==> src/design/jpp_pkg.sv <==
// Package for the JSON pretty printer: constants, item types and sequencer states.
package jpp_pkg;

  localparam int MAX_DEPTH = 32;
  localparam int DEPTH_W   = 6;
  localparam int K_W       = DEPTH_W + 1;
  localparam int CAP_W     = 20;
  localparam logic [CAP_W-1:0] CAP_RESET = 20'hFFFFF;

  localparam logic [7:0] CH_NUL    = 8'h00;
  localparam logic [7:0] CH_TAB    = 8'h09;
  localparam logic [7:0] CH_NL     = 8'h0A;
  localparam logic [7:0] CH_CR     = 8'h0D;
  localparam logic [7:0] CH_SP     = 8'h20;
  localparam logic [7:0] CH_QUOTE  = 8'h22;
  localparam logic [7:0] CH_COMMA  = 8'h2C;
  localparam logic [7:0] CH_COLON  = 8'h3A;
  localparam logic [7:0] CH_LBRACK = 8'h5B;
  localparam logic [7:0] CH_BSLASH = 8'h5C;
  localparam logic [7:0] CH_RBRACK = 8'h5D;
  localparam logic [7:0] CH_LBRACE = 8'h7B;
  localparam logic [7:0] CH_RBRACE = 8'h7D;

  typedef struct packed {
    logic [7:0] in_byte;
    logic       byte_valid;
    logic       end_of_doc;
  } in_item_t;

  typedef struct packed {
    logic [7:0] out_byte;
    logic       out_valid;
    logic       doc_done;
    logic       doc_error;
  } res_item_t;

  typedef enum logic [3:0] {
    S_IDLE,
    S_DISPATCH,
    S_COMMA,
    S_NEWLINE,
    S_TABS,
    S_CHAR,
    S_COLON,
    S_SPACE,
    S_END,
    S_ERROR
  } state_t;

endpackage

==> src/design/json_pretty_printer.sv <==
// JSON pretty printer: re-indents a byte stream, one output byte per cycle.
//
// Input items carry one JSON byte (or a bare end marker) and are taken only
// while the sequencer is idle. After an item is accepted, S_DISPATCH decodes it,
// then the sequencer emits its results one per cycle through the output
// register: a plain byte passes S_DISPATCH and S_CHAR before the next ready,
// whitespace and commas only S_DISPATCH, and a held comma before a value adds
// ',' then '\n' and a tab per level of depth; a first entry adds '\n' and tabs.
// Every output byte goes past one shared add-and-compare unit that checks
// bytes_written against output_capacity; a newline with its tabs and ": " are
// checked as a whole before their first byte. A stalled output register holds
// the sequencer in place. On an error one error item goes out and input is
// dropped until the end of the document, which gives a done+error item.
// output_capacity may only be written while no item is in flight.
module json_pretty_printer (
  input  logic                      clk,
  input  logic                      rst,
  input  logic                      in_valid,
  output logic                      in_ready,
  input  jpp_pkg::in_item_t         in_item,
  output logic                      res_valid,
  input  logic                      res_ready,
  output jpp_pkg::res_item_t        res_item,
  input  logic                      cfg_we,
  input  logic [jpp_pkg::CAP_W-1:0] cfg_wdata
);

  jpp_pkg::state_t state, state_next;
  jpp_pkg::in_item_t cur;

  logic [jpp_pkg::CAP_W-1:0]   output_capacity;
  logic [jpp_pkg::DEPTH_W-1:0] nesting_depth, nesting_depth_next;
  logic                        opened_flag, opened_flag_next;
  logic                        comma_pending, comma_pending_next;
  logic                        inside_string, inside_string_next;
  logic                        after_backslash, after_backslash_next;
  logic [jpp_pkg::CAP_W-1:0]   bytes_written, bytes_written_next;
  logic                        failed_flag, failed_flag_next;
  logic [jpp_pkg::DEPTH_W-1:0] nl_depth, nl_depth_next;
  logic [jpp_pkg::DEPTH_W-1:0] tab_cnt, tab_cnt_next;
  logic                        res_valid_next;
  jpp_pkg::res_item_t          res_item_next;

  // the sequencer may move while the output register is free or draining
  logic adv;
  assign adv      = !res_valid || res_ready;
  assign in_ready = (state == jpp_pkg::S_IDLE);

  // shared room check: bytes_written + k <= output_capacity
  logic [jpp_pkg::K_W-1:0]   room_k;
  logic [jpp_pkg::CAP_W:0]   room_sum;
  logic                      room_ok;

  always_comb begin
    case (state)
      jpp_pkg::S_NEWLINE: room_k = {1'b0, nl_depth} + jpp_pkg::K_W'(1);
      jpp_pkg::S_COLON:   room_k = jpp_pkg::K_W'(2);
      default:            room_k = jpp_pkg::K_W'(1);
    endcase
    room_sum = {1'b0, bytes_written} + (jpp_pkg::CAP_W + 1)'(room_k);
    room_ok  = room_sum <= {1'b0, output_capacity};
  end

  // where to go once this item's own bytes are out
  jpp_pkg::state_t after_value;
  assign after_value = cur.end_of_doc ? jpp_pkg::S_END : jpp_pkg::S_IDLE;

  // decode of the latched item (used in S_DISPATCH)
  jpp_pkg::state_t             d_state, pfx_state;
  logic [jpp_pkg::DEPTH_W-1:0] d_depth, d_nl_depth;
  logic                        d_opened, d_comma, d_instr, d_bslash;

  always_comb begin
    d_depth    = nesting_depth;
    d_nl_depth = nesting_depth;
    d_opened   = opened_flag;
    d_comma    = comma_pending;
    d_instr    = inside_string;
    d_bslash   = after_backslash;
    d_state    = jpp_pkg::S_IDLE;
    // value prefix: pending comma, else first-entry newline
    if (comma_pending) begin
      pfx_state = jpp_pkg::S_COMMA;
    end else if (opened_flag) begin
      pfx_state = jpp_pkg::S_NEWLINE;
    end else begin
      pfx_state = jpp_pkg::S_CHAR;
    end
    if (failed_flag) begin
      d_state = cur.end_of_doc ? jpp_pkg::S_ERROR : jpp_pkg::S_IDLE;
    end else if (!cur.byte_valid) begin
      d_state = after_value;
    end else if (inside_string) begin
      if (after_backslash) begin
        d_bslash = 1'b0;
        d_state  = jpp_pkg::S_CHAR;
      end else if (cur.in_byte == jpp_pkg::CH_NUL || cur.in_byte == jpp_pkg::CH_CR ||
                   cur.in_byte == jpp_pkg::CH_NL) begin
        d_state = jpp_pkg::S_ERROR;
      end else begin
        if (cur.in_byte == jpp_pkg::CH_QUOTE) begin
          d_instr = 1'b0;
        end else if (cur.in_byte == jpp_pkg::CH_BSLASH) begin
          d_bslash = 1'b1;
        end
        d_state = jpp_pkg::S_CHAR;
      end
    end else begin
      case (cur.in_byte)
        jpp_pkg::CH_SP, jpp_pkg::CH_TAB, jpp_pkg::CH_NL, jpp_pkg::CH_CR: begin
          d_state = after_value;
        end
        jpp_pkg::CH_LBRACE, jpp_pkg::CH_LBRACK: begin
          if (nesting_depth >= jpp_pkg::DEPTH_W'(jpp_pkg::MAX_DEPTH)) begin
            d_state = jpp_pkg::S_ERROR;
          end else begin
            // prefix newline indents at the old depth
            d_state  = pfx_state;
            d_opened = 1'b1;
            d_comma  = 1'b0;
            d_depth  = nesting_depth + jpp_pkg::DEPTH_W'(1);
          end
        end
        jpp_pkg::CH_RBRACE, jpp_pkg::CH_RBRACK: begin
          if (nesting_depth == '0) begin
            d_state = jpp_pkg::S_ERROR;
          end else begin
            // empty container stays collapsed; a trailing comma is dropped
            d_depth    = nesting_depth - jpp_pkg::DEPTH_W'(1);
            d_nl_depth = nesting_depth - jpp_pkg::DEPTH_W'(1);
            d_opened   = 1'b0;
            d_comma    = 1'b0;
            d_state    = opened_flag ? jpp_pkg::S_CHAR : jpp_pkg::S_NEWLINE;
          end
        end
        jpp_pkg::CH_COLON: begin
          d_state = jpp_pkg::S_COLON;
        end
        jpp_pkg::CH_COMMA: begin
          d_comma = 1'b1;
          d_state = after_value;
        end
        jpp_pkg::CH_QUOTE: begin
          d_state  = pfx_state;
          d_comma  = 1'b0;
          d_opened = comma_pending ? opened_flag : 1'b0;
          d_instr  = 1'b1;
          d_bslash = 1'b0;
        end
        default: begin
          d_state  = pfx_state;
          d_comma  = 1'b0;
          d_opened = comma_pending ? opened_flag : 1'b0;
        end
      endcase
    end
  end

  // next state
  always_comb begin
    state_next = state;
    case (state)
      jpp_pkg::S_IDLE: begin
        if (in_valid) state_next = jpp_pkg::S_DISPATCH;
      end
      jpp_pkg::S_DISPATCH: begin
        state_next = d_state;
      end
      jpp_pkg::S_COMMA: begin
        if (adv) state_next = room_ok ? jpp_pkg::S_NEWLINE : jpp_pkg::S_ERROR;
      end
      jpp_pkg::S_NEWLINE: begin
        if (adv) begin
          if (!room_ok) begin
            state_next = jpp_pkg::S_ERROR;
          end else begin
            state_next = (nl_depth == '0) ? jpp_pkg::S_CHAR : jpp_pkg::S_TABS;
          end
        end
      end
      jpp_pkg::S_TABS: begin
        if (adv && tab_cnt == jpp_pkg::DEPTH_W'(1)) state_next = jpp_pkg::S_CHAR;
      end
      jpp_pkg::S_CHAR: begin
        if (adv) state_next = room_ok ? after_value : jpp_pkg::S_ERROR;
      end
      jpp_pkg::S_COLON: begin
        if (adv) state_next = room_ok ? jpp_pkg::S_SPACE : jpp_pkg::S_ERROR;
      end
      jpp_pkg::S_SPACE: begin
        if (adv) state_next = after_value;
      end
      jpp_pkg::S_END, jpp_pkg::S_ERROR: begin
        if (adv) state_next = jpp_pkg::S_IDLE;
      end
      default: state_next = jpp_pkg::S_IDLE;
    endcase
  end

  // outputs and document state
  logic               emit;
  jpp_pkg::res_item_t emit_item;
  logic               clear_doc;

  always_comb begin
    nesting_depth_next   = nesting_depth;
    opened_flag_next     = opened_flag;
    comma_pending_next   = comma_pending;
    inside_string_next   = inside_string;
    after_backslash_next = after_backslash;
    bytes_written_next   = bytes_written;
    failed_flag_next     = failed_flag;
    nl_depth_next        = nl_depth;
    tab_cnt_next         = tab_cnt;
    emit                 = 1'b0;
    emit_item            = '{out_byte: 8'h00, out_valid: 1'b1, doc_done: 1'b0,
                             doc_error: 1'b0};
    clear_doc            = 1'b0;
    case (state)
      jpp_pkg::S_DISPATCH: begin
        nesting_depth_next   = d_depth;
        opened_flag_next     = d_opened;
        comma_pending_next   = d_comma;
        inside_string_next   = d_instr;
        after_backslash_next = d_bslash;
        nl_depth_next        = d_nl_depth;
      end
      jpp_pkg::S_COMMA: begin
        emit               = adv && room_ok;
        emit_item.out_byte = jpp_pkg::CH_COMMA;
      end
      jpp_pkg::S_NEWLINE: begin
        emit               = adv && room_ok;
        emit_item.out_byte = jpp_pkg::CH_NL;
        tab_cnt_next       = nl_depth;
      end
      jpp_pkg::S_TABS: begin
        emit               = adv;
        emit_item.out_byte = jpp_pkg::CH_TAB;
        if (adv) tab_cnt_next = tab_cnt - jpp_pkg::DEPTH_W'(1);
      end
      jpp_pkg::S_CHAR: begin
        emit               = adv && room_ok;
        emit_item.out_byte = cur.in_byte;
      end
      jpp_pkg::S_COLON: begin
        emit               = adv && room_ok;
        emit_item.out_byte = jpp_pkg::CH_COLON;
      end
      jpp_pkg::S_SPACE: begin
        emit               = adv;
        emit_item.out_byte = jpp_pkg::CH_SP;
      end
      jpp_pkg::S_END: begin
        // clean end needs a closed string, depth zero and room for '\n'
        emit = adv;
        if (!inside_string && nesting_depth == '0 && room_ok) begin
          emit_item = '{out_byte: jpp_pkg::CH_NL, out_valid: 1'b1, doc_done: 1'b1,
                        doc_error: 1'b0};
        end else begin
          emit_item = '{out_byte: 8'h00, out_valid: 1'b0, doc_done: 1'b1,
                        doc_error: 1'b1};
        end
        clear_doc = adv;
      end
      jpp_pkg::S_ERROR: begin
        emit      = adv;
        emit_item = '{out_byte: 8'h00, out_valid: 1'b0, doc_done: cur.end_of_doc,
                      doc_error: 1'b1};
        if (adv) begin
          if (cur.end_of_doc) begin
            clear_doc = 1'b1;
          end else begin
            failed_flag_next = 1'b1;
          end
        end
      end
      default: begin
      end
    endcase
    if (emit && emit_item.out_valid) begin
      bytes_written_next = bytes_written + jpp_pkg::CAP_W'(1);
    end
    if (clear_doc) begin
      nesting_depth_next   = '0;
      opened_flag_next     = 1'b0;
      comma_pending_next   = 1'b0;
      inside_string_next   = 1'b0;
      after_backslash_next = 1'b0;
      bytes_written_next   = '0;
      failed_flag_next     = 1'b0;
    end
    res_valid_next = emit || (res_valid && !res_ready);
    res_item_next  = emit ? emit_item : res_item;
  end

  always_ff @(posedge clk) begin
    if (rst) begin
      state           <= jpp_pkg::S_IDLE;
      output_capacity <= jpp_pkg::CAP_RESET;
      nesting_depth   <= '0;
      opened_flag     <= 1'b0;
      comma_pending   <= 1'b0;
      inside_string   <= 1'b0;
      after_backslash <= 1'b0;
      bytes_written   <= '0;
      failed_flag     <= 1'b0;
      nl_depth        <= '0;
      tab_cnt         <= '0;
      res_valid       <= 1'b0;
    end else begin
      state           <= state_next;
      nesting_depth   <= nesting_depth_next;
      opened_flag     <= opened_flag_next;
      comma_pending   <= comma_pending_next;
      inside_string   <= inside_string_next;
      after_backslash <= after_backslash_next;
      bytes_written   <= bytes_written_next;
      failed_flag     <= failed_flag_next;
      nl_depth        <= nl_depth_next;
      tab_cnt         <= tab_cnt_next;
      res_valid       <= res_valid_next;
      if (cfg_we) output_capacity <= cfg_wdata;
    end
  end

  // payload registers
  always_ff @(posedge clk) begin
    if (in_valid && in_ready) cur <= in_item;
    res_item <= res_item_next;
  end

endmodule

==> config.mk <==
export PLATFORM = sky130hd
export DESIGN_NAME = json_pretty_printer
export DESIGN_NICKNAME = d
export VERILOG_FILES = /design/src/design/jpp_pkg.sv /design/src/design/json_pretty_printer.sv
export SDC_FILE = /design/constraint.sdc
export NUM_CORES = 1
export LEC_CHECK = 0
export CAP_MARGIN = 15
export CORE_MARGIN = 2
export CORE_UTILIZATION = 40
export CTS_BUF_LIST = sky130_fd_sc_hd__clkbuf_4 sky130_fd_sc_hd__clkbuf_8 sky130_fd_sc_hd__clkbuf_16
export CTS_CLUSTER_DIAMETER = 200
export DETAILED_ROUTE_END_ITERATION = 8
export DONT_BUFFER_PORTS = 1
export PLACE_DENSITY_LB_ADDON = 0.05
export RECOVER_POWER = 25
export SKIP_LAST_GASP = 1
export SLEW_MARGIN = 20
export SYNTH_ARGS = -nofsm -noshare
export SYNTH_HDL_FRONTEND = slang
export SYNTH_SLANG_ARGS = --single-unit
==> constraint.sdc <==
create_clock -name clk -period 7.29 [get_ports clk]
set_input_delay 1.458 -clock clk [delete_from_list [all_inputs] [get_ports clk]]
set_output_delay 1.458 -clock clk [all_outputs]
set_load 0.005 [all_outputs]
---- Yosys cells after proc, flatten, opt, wreduce, memory -nomap -nowiden ----
Index checks and enable logic that the tools add are counted.
word-level totals
  logic and storage cells ................. 165
  flip-flop bits (word level) ............. 89
  output and inout port bits .............. 13
operators by class
  bitwise gates (word level) .............. 5
  $lt $le $gt $ge ......................... 2
  mux-type cells .......................... 61
  reduce and logical (&&, ||, !) cells .... 38
  add/subtract/negate cells ............... 6
  equality and inequality tests ........... 34
operators with widths
  kind                   number
  $mux 4                 21
  $pmux 8 s7             1
  $mux 6                 7
  $eq 8x7->1 const B     5
  $pmux 4 s9             1
  $eq 8x6->1 const B     4
  $eq 8x4->1 const B     3
  $pmux 6 s2             2
  $ne 2x2->1 const B     11
  $add 20x7->21          1
  $le 21x20->1           1
  $add 20x1->20 const B  1
  $mux 1                 18
  $eq 4x3->1 const B     4
  $pmux 4 s4             1
  $reduce_and 8->1       2
  $pmux 7 s2             1
  $logic_not 6->1        2
  $sub 6x1->6 const B    2
  $reduce_or 5->1        2
  $mux 3                 3
  $eq 4x2->1 const B     2
  $eq 4x4->1 const B     2
  $logic_not 8->1        1
  other kinds (25)       48

---- Depth between registers and ports, before layout ----
Gate-level depths: netlist of run 1.
  depth after elaboration ................. 9
  depth in mapped cells ................... 23

---- Least setup slack after synthesis of run 1 ----
Ideal clock, no wire load.
  path type ............................... register -> register
  from .................................... register state[2]
  to ...................................... register bytes_written[1] (netlist bit)
  required time ........................... 7162 ps
  clock period less this slack ............ 4883 ps
  stages on the path, launching flop included .. 23
  data arrival time ....................... 4755 ps
  path slack .............................. 2407 ps
  setup time .............................. 128 ps
  path buffers ............................ 4
  path through ............................ dfxtp_1 clkbuf_1 clkbuf_1 nand2_1 a21oi_1 ha_1 a21o_1 a21oi_1 nor2b_1 o21a_1 o41ai_2 nor3_1 xor2_1 ha_1 nand4_1 nor4_1 a21boi_0 o311ai_4 nand2_4 buf_4 buf_4 mux2i_1 nor2_1
on the way
  longest elaborated chain between the ends .. 8
  elaborated cells on any way between the ends .. 21
  those cells by class .................... add/sub: 1; order compare: 1; eq/ne: 8; mux: 5; reduce/logical: 6
ends and longest elaborated chain
  element                                          line                                                   source
  from (decl)                                      json_pretty_printer.sv:28                              jpp_pkg::state_t state, state_next;
  from (signal assigned)                           json_pretty_printer.sv:299                             state <= jpp_pkg::S_IDLE;
  from (signal assigned)                           json_pretty_printer.sv:312                             state <= state_next;
  $eq 4x3->1 / $eq 4x2->1 (equally long branches)  json_pretty_printer.sv:55, json_pretty_printer.sv:219
  $pmux 7 s2                                       json_pretty_printer.sv:55                              case (state)
  $add 20x7->21                                    json_pretty_printer.sv:60                              room_sum = {1'b0, bytes_written} + (jpp_pkg::CAP_W + 1)'(room_k);
  $le 21x20->1                                     json_pretty_printer.sv:61                              room_ok = room_sum <= {1'b0, output_capacity};
  $logic_and 1x1->1                                json_pretty_printer.sv:257                             if (!inside_string && nesting_depth == '0 && room_ok) begin
  $mux 7                                           json_pretty_printer.sv:257
  $pmux 3 s2                                       json_pretty_printer.sv:219                             case (state)
  $logic_and 1x1->1                                json_pretty_printer.sv:281                             if (emit && emit_item.out_valid) begin
  to (signal assigned)                             json_pretty_printer.sv:318                             bytes_written <= bytes_written_next;
  to (decl)                                        json_pretty_printer.sv:37                              logic [jpp_pkg::CAP_W-1:0] bytes_written, bytes_written_next;
Several ways; a longest one is shown, not always the timed one.
A chain may end at the register's enable or synchronous reset.

---- Worst setup path after layout of run 1 ----
  from .................................... register state[0]
  to ...................................... register res_item[3] (netlist bit), enable pin
on the way
  longest elaborated chain between the ends .. 6
  elaborated cells on any way between the ends .. 15
  those cells by class .................... add/sub: 1; order compare: 1; eq/ne: 8; mux: 2; reduce/logical: 3
ends and longest elaborated chain
  element                                          line                                                   source
  $eq 4x3->1 / $eq 4x2->1 (equally long branches)  json_pretty_printer.sv:55, json_pretty_printer.sv:219
  $pmux 7 s2                                       json_pretty_printer.sv:55
  $add 20x7->21                                    json_pretty_printer.sv:60
  $le 21x20->1                                     json_pretty_printer.sv:61
  $logic_and 1x1->1                                -
  $pmux 1 s2 (*)                                   json_pretty_printer.sv:219
  via emit                                         json_pretty_printer.sv:201                             logic emit;
  to (signal assigned)                             json_pretty_printer.sv:330                             res_item <= res_item_next;
  to (decl)                                        json_pretty_printer.sv:23                              output jpp_pkg::res_item_t res_item,
The timed path passes the listed nets; every way through them passes the cells marked *.

==> results of run 1 <==
## sequential cells by signal, indices dropped and copies added (netlist names)
signal	cells
after_backslash	1
bytes_written	20
comma_pending	1
cur	10
failed_flag	1
inside_string	1
nesting_depth	6
nl_depth	6
opened_flag	1
output_capacity	20
res_item	11
res_valid	1
state	4
tab_cnt	6
## metal layers
layer  up-vias  track usage [%]  routed length, um
met2       112             27.2               5900
li1       2529                -                  -
met1      2347             31.7               7880
met3        13             2.88                707
met4         0             6.67                231
met5         -                0                  0
## layout by cell type, fill, tap and decap left out, types with 11 or more instances in the layout
cell type	n
o21ai_0	29
inv_1	30
dfxtp_1	68
or3_1	13
nand3_1	22
xor2_1	14
nor3_1	19
nand4_1	11
ha_1	35
edfxtp_1	21
o211ai_1	27
xnor2_1	15
a21oi_1	54
nor2_1	58
nand2_1	80
and3_1	17
## synth_stat cells, types with 10 or more instances
library cell,n
inv_1,30
a21oi_1,54
nand4_1,11
ha_1,35
or4_1,10
and3_1,17
a211oi_1,10
clkbuf_1,26
o211ai_1,27
nand3_1,22
dfxtp_1,68
xnor2_1,15
o21ai_0,29
or3_1,13
xor2_1,14
nand2_1,80
nor3_1,19
nand2b_1,10
nor2_1,58
edfxtp_1,21
## how the worst min path moves through the flow
stage,depth (start not counted),to,startpoint
CTS,2,tab_cnt[1],tab_cnt[1]
global route,2,tab_cnt[1],tab_cnt[1]
finish,2,tab_cnt[1],tab_cnt[1]
detailed placement,2,tab_cnt[4],tab_cnt[4]
global placement,2,tab_cnt[4],tab_cnt[4]
floorplan,2,output_capacity[0],output_capacity[0]
## final cells by class
cell class,instances,area [um^2]
multi-input cells,543,3480
repair buffers,2,15.0
clock buffers,12,248
flip-flops and latches,89,1990
fillers,1421,7850
inverters,30,113
clock inverters,4,67.6
well taps,180,225
## report_power, final
group | internal, mW | total (mW) | switching (mW)
combinational | 0.150 | 0.423 | 0.273
clock | 0.310 | 0.502 | 0.192
sequential | 0.602 | 0.709 | 0.107
## worst reg2reg max path: cells and delay by family (launching register included)
family	cells	cell delay, ns
DFF	1	0.69
buffers and inverters	1	0.27
AOI/OAI and AO/OA	10	2.69
xor gates and xnor gates	1	0.18
and+or+nand+nor	5	1.32
adders and majority gates	2	0.48
## logic make-up (layout without fill, tap and decap cells)
| kind of cell | after synthesis | count (layout) |
|---|---|---|
| muxes | 5 | 5 |
| xor gates and xnor gates | 29 | 29 |
| adders and majority gates | 36 | 36 |
| AOI/OAI and AO/OA | 185 | 185 |
| and+or+nand+nor | 288 | 288 |
| buffers and inverters | 67 | 48 |
| DFF | 89 | 89 |
==> impl_metrics.ini, run 1 <==
[global_route]
antenna_found_initial = 0
grt_use_total_pct = 20.0
grt_pass1_wl_um = 23900
grt_pass1_vias = 4541
grt.overflow.total = 0
grt_max_degree = 40

[timing]
min_period_ns = 6.00
whs_ns = 0.482
clock.fmax_ghz = 0.167
rsz0062_at_grt = false
tns_ns = 0
setup_violations = 0
tightest_slew_ns = 1.03
min_period_over_period_pct = 82.3
slew_headroom_pct = 30.6
finalHoldViolations = 0
slew_violations = 0
setup_slack_ns = 1.29
skew_ns = 0.00901

[yosys]
synth-compound-area-share_pct = 21.3
synth_area_mm2 = 0.00575
synth_edf_count = 21
synth_nets = 770
ys_async_sr_fraction_pct = 0
synth_fa_ha_area_share_pct = 7.96
syn_inst = 699
synth_top_area_share_pct = 23.7
yosysSeqAreaShare_pct = 34.6
synth-simple-area-share_pct = 25.9
avgSynthCellArea_um2 = 8.23
synthXorXnorAreaFrac_pct = 4.42
synthMuxAreaShare_pct = 0.892
synth_warnings = 0
synth_ff_type = dfxtp_1
synth-seq-cells = 89
synth_area_leaders = dfxtp_1, edfxtp_1, ha_1
yosys.area.top_type = dfxtp_1
netlist-cell-type-count = 72
synth_top_family_by_area = simple AND/OR/NAND/NOR gates

[setup_path]
r2r_start = state[0]
worstPathArrival_ns = 5.97
cp_max_fo = 18
r2r_slack_ns = 1.29
endpoint = res_item[3]
crit_slowest_cell = nor2_1
critical_path.cell_chain = inv_1, nor2_1, nand2_1, a21oi_1, ha_1, a21o_1, a21oi_1, nor2b_1, o21a_1, o41ai_2, nor3b_1, xor2_1, ha_1, a21o_1, a211oi_1, o21ai_0, o31ai_1, a31oi_1, nor2_1
critPathBufInv = 1
worst-path-stages = 19
slowest_delay_ns = 0.70
required_ns = 7.26
worstSetupStartpointType = flip-flop
worstSetupPathType = flip-flop to flip-flop
crit_family = compound AO/OA/AOI/OAI gates
reg2reg_to = res_item[3]
crit_path_end_kind = flip-flop
reg2reg_depth = 19
crit_path_start = state[0]

[die]
die_x_um = 124
rows = 43
die_y_um = 124
ioPinCount = 48
die_area_mm2 = 0.0154
core_area_mm2 = 0.0140
start_util_pct = 41.1

[clock_tree]
clk_latency_ns = 0.35
root_buffer = clkbuf_16
htreeDepth = 3
cts_buffer_depth = 2
post_cts_resized = 0
numClockSinks = 89
cts_setup_buffers = 0
cts_tree = done
cts_hold_buffers = 0
numCtsBuffers = 9
clk_pin_slew_ns = 0.06

[pwr]
finalPower_mw = 1.63
peakVddDrop_uv = 130
p_leak_nw = 2.44
pwr_density_cell_mw_per_mm2 = 266

[route]
routedWlPerCell_um = 17.1
via_per_inst = 5.82
drt_iter0_markers = 418
first_pass_iters = 5
via_count = 5001
drt_wl_total_um = 14700
drtAntennaViolNets = 0
route.detailed.drc = 0

[finish]
fin_nets = 746
final_cell_area_mm2 = 0.00614
n_antenna_cell = 0
syn2layout_area_growth_pct = 6.81
finalNonFillerCells = 860
final_util_pct = 43.9
layout-drive-gt1-share_pct = 4.41

[placed_design]
gp_congestion = 0.915
dp_cells = 844
dp_hpwl_um = 11100
io_buffers = 0
dp_slack_ns = 1.27
place_area_mm2 = 0.00583

[worst_hold_path]
hold_path_class = flip-flop to flip-flop

[run]
cap_viol_max_count = 0

[run_status]
outcome = completed
Power figures use the tool's default switching activity.
==> inputs of run 2 (changes only) <==
==> constraint.sdc (replaced) <==
create_clock -name clk -period 6.1 [get_ports clk]
set_input_delay 1.22 -clock clk [delete_from_list [all_inputs] [get_ports clk]]
set_output_delay 1.22 -clock clk [all_outputs]
set_load 0.005 [all_outputs]
==> run 2 against run 1 <==
Against the previous run:
- sequential share of layout area fell by 0.12 points
- non-clock buffer count rose by 3
- sequential power rose by 17%
- core utilization rose by 0.16 points
- largest power group unchanged
==> impl_metrics.ini, run 2 (synthesized netlist as in run 1, its figures left out) <==
[setup_path]
critical_path.cell_chain = nand2_1, a21oi_1, ha_1, a21o_1, a21oi_1, nor2b_1, o21a_1, o41ai_2, nor3_1, xor2_1, ha_1, nand4_1, nor4_1, a21boi_0, o31ai_1, nand2_1, nor4_2, a211o_1
worstPathArrival_ns = 5.59
slowest_delay_ns = 0.71
worstSetupStartpointType = flip-flop
crit_path_end_kind = flip-flop
crit_slowest_cell = dfxtp_1
required_ns = 6.19
cp_max_fo = 20
worstSetupPathType = flip-flop to flip-flop

[finish]
reg.largest.list = bytes_written: 20 flops, output_capacity: 20 flops, res_item: 11 flops
n_antenna_cell = 0
layout_commonest_cell = nand2_1
layout_common_cells = nand2_1, dfxtp_1, nor2_1
finalNonFillerCells = 862
fin_nets = 749
layout-drive-gt1-share_pct = 5.13
syn2layout_area_growth_pct = 7.20

[timing]
tightest_slew_ns = 1.04
tns_ns = 0
setup_violations = 0
whs_ns = 0.471
slew_headroom_pct = 29.9
finalHoldViolations = 0
clock.fmax_ghz = 0.182
min_period_ns = 5.50
rsz0062_at_grt = false
min_period_over_period_pct = 90.2
slew_violations = 0
skew_ns = 0.00681

[clock_tree]
clk_latency_ns = 0.35
htreeDepth = 3
numClockSinks = 89
clk_pin_slew_ns = 0.06
cts_hold_buffers = 0
post_cts_resized = 0
cts_buffer_depth = 2
root_buffer = clkbuf_16
cts_tree = done
numCtsBuffers = 9
cts_setup_buffers = 0

[worst_hold_path]
hold_path_class = flip-flop to flip-flop

[pwr]
finalPower_mw = 1.95
p_leak_nw = 2.45
pwr_density_cell_mw_per_mm2 = 317
peakVddDrop_uv = 157

[placed_design]
io_buffers = 0
gp_congestion = 0.873
dp_cells = 847
dp_hpwl_um = 11300

[route]
first_pass_iters = 5
route.detailed.drc = 0
via_count = 5062
routedWlPerCell_um = 17.6
drtAntennaViolNets = 0
drt_wl_total_um = 15200
drt_iter0_markers = 352
via_per_inst = 5.87

[die]
die_area_mm2 = 0.0154
die_y_um = 124
die_x_um = 124
start_util_pct = 41.1
core_area_mm2 = 0.0140
rows = 43
ioPinCount = 48

[global_route]
grt_util_met2_pct = 28.8
antenna_found_initial = 0
grtUsageMet3_pct = 5.40
grt_busiest_layer = met1
grt_pass1_wl_um = 24400
grt_pass1_vias = 4570
grt_max_degree = 40
grt_use_total_pct = 20.6
grt.met1_usage_pct = 31.8
grt.overflow.total = 0

[run_status]
outcome = completed

[run]
cap_viol_max_count = 0
## run 2: layout make-up
class	count	area, um^2
Clock buffer	14	304
Inverter	30	113
Fill cell	1412	7820
Timing Repair Buffer	5	37.5
Tap cell	180	225
Multi-Input combinational cell	543	3490
Sequential cell	89	1990
Clock inverter	1	5.00
## run 2: per-stage QoR
step	setup slack [ns]	instance area (um^2)	util (%)
2_1_floorplan	1.22	5750	-
3_3_place_gp	0.796	5850	41.8
3_5_place_dp	0.607	5850	41.8
4_1_cts	0.589	6160	44.0
5_1_grt	0.120	6170	44.1
6_report	0.599	6170	44.1
## run 2: worst max-delay path: cells and delay by family, from the launching register on
kind	cells	cell delay (ns)
and+or+nand+nor	7	1.37
xor gates and xnor gates	1	0.17
adders and majority gates	2	0.61
DFF	1	0.71
AOI/OAI and AO/OA	8	2.40
## run 2: final timing paths
check                   from     endpoint  slack, ns  cells past startpoint
setup / recovery    state[2]  res_item[6]       0.60                     18
hold / removal    tab_cnt[4]   tab_cnt[4]       0.47                      2
setup reg to reg    state[2]  res_item[6]       0.60                     18
hold reg to reg   tab_cnt[4]   tab_cnt[4]       0.47                      2
## run 2: report_power, final
group / switching (mW) / internal (mW) / total (mW)
logic: 0.356 / 0.194 / 0.550
clock network: 0.232 / 0.343 / 0.575
registers: 0.112 / 0.718 / 0.830
## run 2: metal layers
metal  share of wire (%)  wire length (um)
met5                   0                 0
met4                0.69               105
met3                 6.2               939
met2                  40              6060
met1                  53              8060
